File: src/rtl/dmv_pkg.sv
`default_nettype none

package dmv_pkg;

	localparam int DEF_MAX_ROWS = 16;
	localparam int DEF_MAX_COLUMNS = 16;

	localparam int DATA_W = 32;
	localparam int CNT_W = 5;
	localparam int IDX_W = 4;
	localparam int ACC_W = 64;

	typedef enum logic [2:0] {
		ACT_WRITE   = 3'd0,
		ACT_ACCUM   = 3'd1,
		ACT_LOAD    = 3'd2,
		ACT_MUL     = 3'd3,
		ACT_MUL_T   = 3'd4,
		ACT_CLEAR   = 3'd5
	} action_t;

	typedef enum logic [1:0] {
		ERR_OK      = 2'd0,
		ERR_LENGTH  = 2'd1,
		ERR_RANGE   = 2'd2
	} error_t;

	typedef struct packed {
		logic             valid;
		logic             first;
		logic             last;
		logic [IDX_W-1:0] index;
	} mac_ctl_t;

	typedef struct packed {
		logic              valid;
		logic              last;
		logic [IDX_W-1:0]  index;
		logic [DATA_W-1:0] value;
	} mac_res_t;

	// clamp a 64-bit two's complement sum to the q16.16 range
	function automatic logic [DATA_W-1:0] sat32(input logic [ACC_W-1:0] s);
		logic [DATA_W-1:0] r;
		if (s[ACC_W-1] && (s[ACC_W-2:DATA_W-1] != {(ACC_W-DATA_W){1'b1}})) begin
			r = {1'b1, {(DATA_W-1){1'b0}}};
		end else if (!s[ACC_W-1] && (s[ACC_W-2:DATA_W-1] != '0)) begin
			r = {1'b0, {(DATA_W-1){1'b1}}};
		end else begin
			r = s[DATA_W-1:0];
		end
		return r;
	endfunction

endpackage

`default_nettype wire

File: src/rtl/dmv_mac.sv
`default_nettype none

module dmv_mac (
	input  wire logic                            clk,
	input  wire logic                            arst_n,
	input  wire dmv_pkg::mac_ctl_t               ctl_s1,
	input  wire logic [dmv_pkg::DATA_W-1:0]      a_data,
	input  wire logic [dmv_pkg::DATA_W-1:0]      x_data,
	output dmv_pkg::mac_res_t                    res,
	output logic                                 busy
);

	dmv_pkg::mac_ctl_t                 ctl_s2;
	logic signed [dmv_pkg::ACC_W-1:0]  prod_s2;
	logic [dmv_pkg::ACC_W-1:0]         acc_q;
	logic [dmv_pkg::ACC_W-1:0]         sum_next;
	logic signed [dmv_pkg::ACC_W-1:0]  prod_shr;

	always_ff @(posedge clk or negedge arst_n) begin
		if (!arst_n) begin
			ctl_s2 <= '0;
		end else begin
			ctl_s2 <= ctl_s1;
		end
	end

	always_ff @(posedge clk) begin
		prod_s2 <= dmv_pkg::ACC_W'(signed'(a_data) * signed'(x_data));
	end

	// floor shift back to q16.16 before summing
	assign prod_shr = prod_s2 >>> 16;
	assign sum_next = (ctl_s2.first ? '0 : acc_q) + dmv_pkg::ACC_W'(prod_shr);

	always_ff @(posedge clk) begin
		if (ctl_s2.valid) begin
			acc_q <= sum_next;
		end
	end

	always_comb begin
		res.valid = ctl_s2.valid && ctl_s2.last;
		res.last  = 1'b0;
		res.index = ctl_s2.index;
		res.value = dmv_pkg::sat32(sum_next);
	end

	assign busy = ctl_s2.valid;

endmodule

`default_nettype wire

File: config.mk
export PLATFORM = sky130hd
export DESIGN_NAME = dmv_mac
export DESIGN_NICKNAME = d
export VERILOG_FILES = /design/src/rtl/dmv_pkg.sv /design/src/rtl/dmv_mac.sv
export SDC_FILE = /design/constraint.sdc
export NUM_CORES = 2
export LEC_CHECK = 0
export ABC_AREA = 1
export BUFFER_PORTS_ARGS = -buffer_cell sky130_fd_sc_hd__clkbuf_2
export CORE_MARGIN = 2
export CORE_UTILIZATION = 65
export CTS_CLUSTER_DIAMETER = 100
export DETAILED_ROUTE_END_ITERATION = 10
export PLACE_DENSITY_LB_ADDON = 0.08
export RECOVER_POWER = 25
export REMOVE_ABC_BUFFERS = 1
export SYNTH_ARGS = -nofsm -noshare
export SYNTH_HDL_FRONTEND = slang
export SYNTH_SLANG_ARGS = --single-unit
export TNS_END_PERCENT = 20
File: constraint.sdc
create_clock -name clk -period 4.1 [get_ports clk]
set_clock_uncertainty 0.2 [all_clocks]
set_input_delay 0.615 -clock clk [delete_from_list [all_inputs] [get_ports clk]]
set_output_delay 0.615 -clock clk [all_outputs]
set_load 0.02 [all_outputs]
==> impl_summary.txt <==
----------------------------------------------------
[Yosys]
  Ys flop type ... sky130_fd_sc_hd__edfxtp_1
  Fraction of post-synthesis cell area in the top cell type by area ... 45.5%
  Number of enable flip-flop cells after synthesis ... 64
  Cell Area, Synth ... 47700 sq um
  Ys async rst share ... 5.88%
  Top cells by area, synth ... sky130_fd_sc_hd__fa_1, sky130_fd_sc_hd__inv_1, sky130_fd_sc_hd__nand2_1
  #FFs+latches synth ... 119
  Gate count after technology mapping ... 6343
  Mean instance size in the synthesized netlist ... 7.51 sq um
  Warnings from Yosys ... 0
  Register area share after synthesis ... 6.42%
  Distinct cells, synth ... 46
  Leading area contributor after synthesis ... sky130_fd_sc_hd__fa_1

[Timing]
  Setup TNS Final ... -190440 ps
  Unrepaired setup endpoints after global routing ... yes
  Worst slew margin relative to its limit ... -3.26%
  Number of hold violations in the final report ... 0
  FMAX ... 134 MHz
  Final critical-path share of the clock period ... 183%
  PnR worst setup slack ... -3390 ps
  Final Setup Violations ... 81
  Worst slew pin tran ... 1550 ps
  Max Transition Viols Final ... 32
  Min cycle time layout ... 7490 ps

[Worst setup path]
  Critical path's most frequent cell ... sky130_fd_sc_hd__fa_1
  Setup CP Type ... in -> reg
  Slowest CP cell ... sky130_fd_sc_hd__fa_2
  Timing startpoint of the critical path ... x_data[3]
  Category of the worst setup path capture point ... flip-flop
  Required time of the worst setup path ... 4220 ps
  Maximum fanout along the worst path ... 8
  Depth of the worst register-to-register path ... 16
  Nature of the critical path startpoint ... input pin
  Biggest cell delay along the critical path ... 650 ps
  Launch point of the worst reg-to-reg path ... ctl_s2[5]
  Endpoint arrival time on the critical path ... 7610 ps

[Job]
  Max-cap violation count ... 1

[Global routing]
  Number of global-route vias before repair ... 46135
  Maximum number of pins on one net before global-route repair ... 37
  Number of antenna violations at the first check in global routing ... 1
  Global route overflow ... 0
  Total routing usage reported by global routing ... 41.4%
  Global-route wire length before repair ... 240000 um

[Floorplanning]
  Initial Utilization ... 65.5%
  Horiz. Die Dim ... 275 um
  Num ports ... 112
  Total die area ... 75500 sq um
  FP Rows ... 99
  Core area ... 72700 sq um
  Vert. Die Dim ... 275 um

[Final layout]
  Share of layout cells above drive strength 1 ... 22.7%
  Storage cell area ... 3060 sq um
  Layout overhead on the synthesized area ... 25.8%
  Fill cells ... 4480
  Commonest non-fill, non-tap cell in the layout ... sky130_fd_sc_hd__inv_1
  Commonest cells after routing, fill and taps aside ... sky130_fd_sc_hd__inv_1, sky130_fd_sc_hd__nand2_1, sky130_fd_sc_hd__fa_1
  Net count of the finished layout ... 8586
  Multi-input gate area in the final layout ... 38500 sq um
  Utilization after layout ... 82.5%

[CTS]
  CTS tree ... done
  Number of CTS-inserted buffers ... 17
  Clock-pin slew on the worst setup and hold paths ... 60 ps
  Clock latency reported for the late side of the worst-skew pair ... 440 ps
  Buffer levels on the longest clock path ... 2
  CTS sink cnt ... 119
  Root Buffer Master ... sky130_fd_sc_hd__clkbuf_16
  CTS H-tree depth ... 4

[Run status]
  Run status ... complete, but fails checks
  Violated checks ... max-capacitance violations, max-slew violations, negative setup slack

[Placement]
  Input/output buffers ... 110
  Estimated wirelength of the detail-placed design ... 126000 um
  Routability-driven placement congestion ratio ... 1.02

[Route]
  Vias ... 45030
  Post-detailed-route count of antenna-violating nets ... 0
  DRC viols ... 0
  DRT Wirelength ... 166000 um
  First-pass iteration count of the detailed router ... 7
  Initial drt markers ... 4250
  Average detailed-routed wire length per instance ... 20.4 um
  Average via count per standard cell ... 5.52

[Min path]
  Worst hold path startpoint ... ctl_s1[6]
  Hold Path Depth ... 1
  Worst hold-check path type ... in -> reg

----------------------------------------------------
[worst max-delay path: cells and delay by family]
family,cells,cell delay [ps]
adder cells (fa/ha/maj),9,4440
buffers and inverters,10,1090
AO/OA/AOI/OAI,3,840
AND/OR/NAND/NOR,7,630
[area by class of cell]
| cell class | instances | area share, % |
|---|---|---|
| flip-flops and latches | 119 | 5.10 |
| repair inverters | 1 | 0.0125 |
| well taps | 959 | 2.00 |
| clock inverters | 8 | 0.136 |
| repair buffers | 1035 | 15.1 |
| inverters | 2009 | 12.6 |
| diodes | 3 | 0.0125 |
| multi-input cells | 4005 | 64.2 |
| clock buffers | 24 | 0.893 |
[routing by layer]
| layer | vias up | GRT usage, % | share of wire [%] |
|---|---|---|---|
| li1 | 19457 | - | - |
| met1 | 21727 | 53.4 | 35 |
| met2 | 2919 | 68.7 | 46 |
| met3 | 927 | 6.93 | 11 |
| met5 | - | 0 | 0 |
| met4 | 0 | 19.6 | 7.2 |
[worst paths after layout]
| check | end | slack (ps) |
|---|---|---|
| setup / recovery | prod_s2[59] | -3390 |
| hold / removal | busy | 90 |
| setup reg to reg | acc_q[63] | -190 |
| hold reg to reg | acc_q[0] | 400 |
| max in group asynchronous | ctl_s2[5] | 3000 |
| min in group asynchronous | busy | 400 |
[cell families after synthesis]
group	count (synthesis)	share of synthesized area (%)
compound gates	278	3.39
fa+ha+maj	1325	51.8
buf+inv	2219	17.6
xor+xnor	92	1.71
simple gates	2309	19.0
other cells	1	0.00787
flops	119	6.42
[synth_stat cells (13+ instances only)]
cell type                  number
sky130_fd_sc_hd__inv_1       2005
sky130_fd_sc_hd__nand2_1     1799
sky130_fd_sc_hd__fa_1        1082
sky130_fd_sc_hd__nor2_1       305
sky130_fd_sc_hd__ha_1         243
sky130_fd_sc_hd__clkbuf_1     198
sky130_fd_sc_hd__a21oi_1      143
sky130_fd_sc_hd__nand3_1       96
sky130_fd_sc_hd__edfxtp_1      64
sky130_fd_sc_hd__xor2_1        63
sky130_fd_sc_hd__o21ai_0       51
sky130_fd_sc_hd__dfxtp_1       48
sky130_fd_sc_hd__a21oi_2       31
sky130_fd_sc_hd__nand4_1       31
sky130_fd_sc_hd__xnor2_1       28
sky130_fd_sc_hd__a31oi_1       19
sky130_fd_sc_hd__nor2_2        16
sky130_fd_sc_hd__nor3_1        14
sky130_fd_sc_hd__nor4_1        13
[metrics by stage]
stage	worst slack, ps	hold slack [ps]	std cells	instance area, sq um
2_1_floorplan	-3390	119	6133	46800
3_3_place_gp	-4030	250	8035	55600
3_5_place_dp	-4130	260	8035	55600
4_1_cts	-3040	83.7	8120	58200
5_1_grt	-3550	86.5	8161	60000
6_report	-3390	85.9	8163	60000
[what timing repair did]
item                                    4_1_cts  5_1_grt
endpoints found under the hold margin         7        0
endpoints found under the setup margin       80       80
gates cloned                                  3        6
resized for setup                           387      421
setup buffers                                51       38
pin swaps                                   191      209
hold buffers                                  1        0
[state kept, by name, indices dropped and copies added, names as in the netlist]
signal   flops
busy         1
prod_s2     48
ctl_s2       2
res          4
acc_q       64
Power is left out: the tool's default activity adds up to more than one toggle a clock period on the data nets, which glitch-free logic cannot reach.
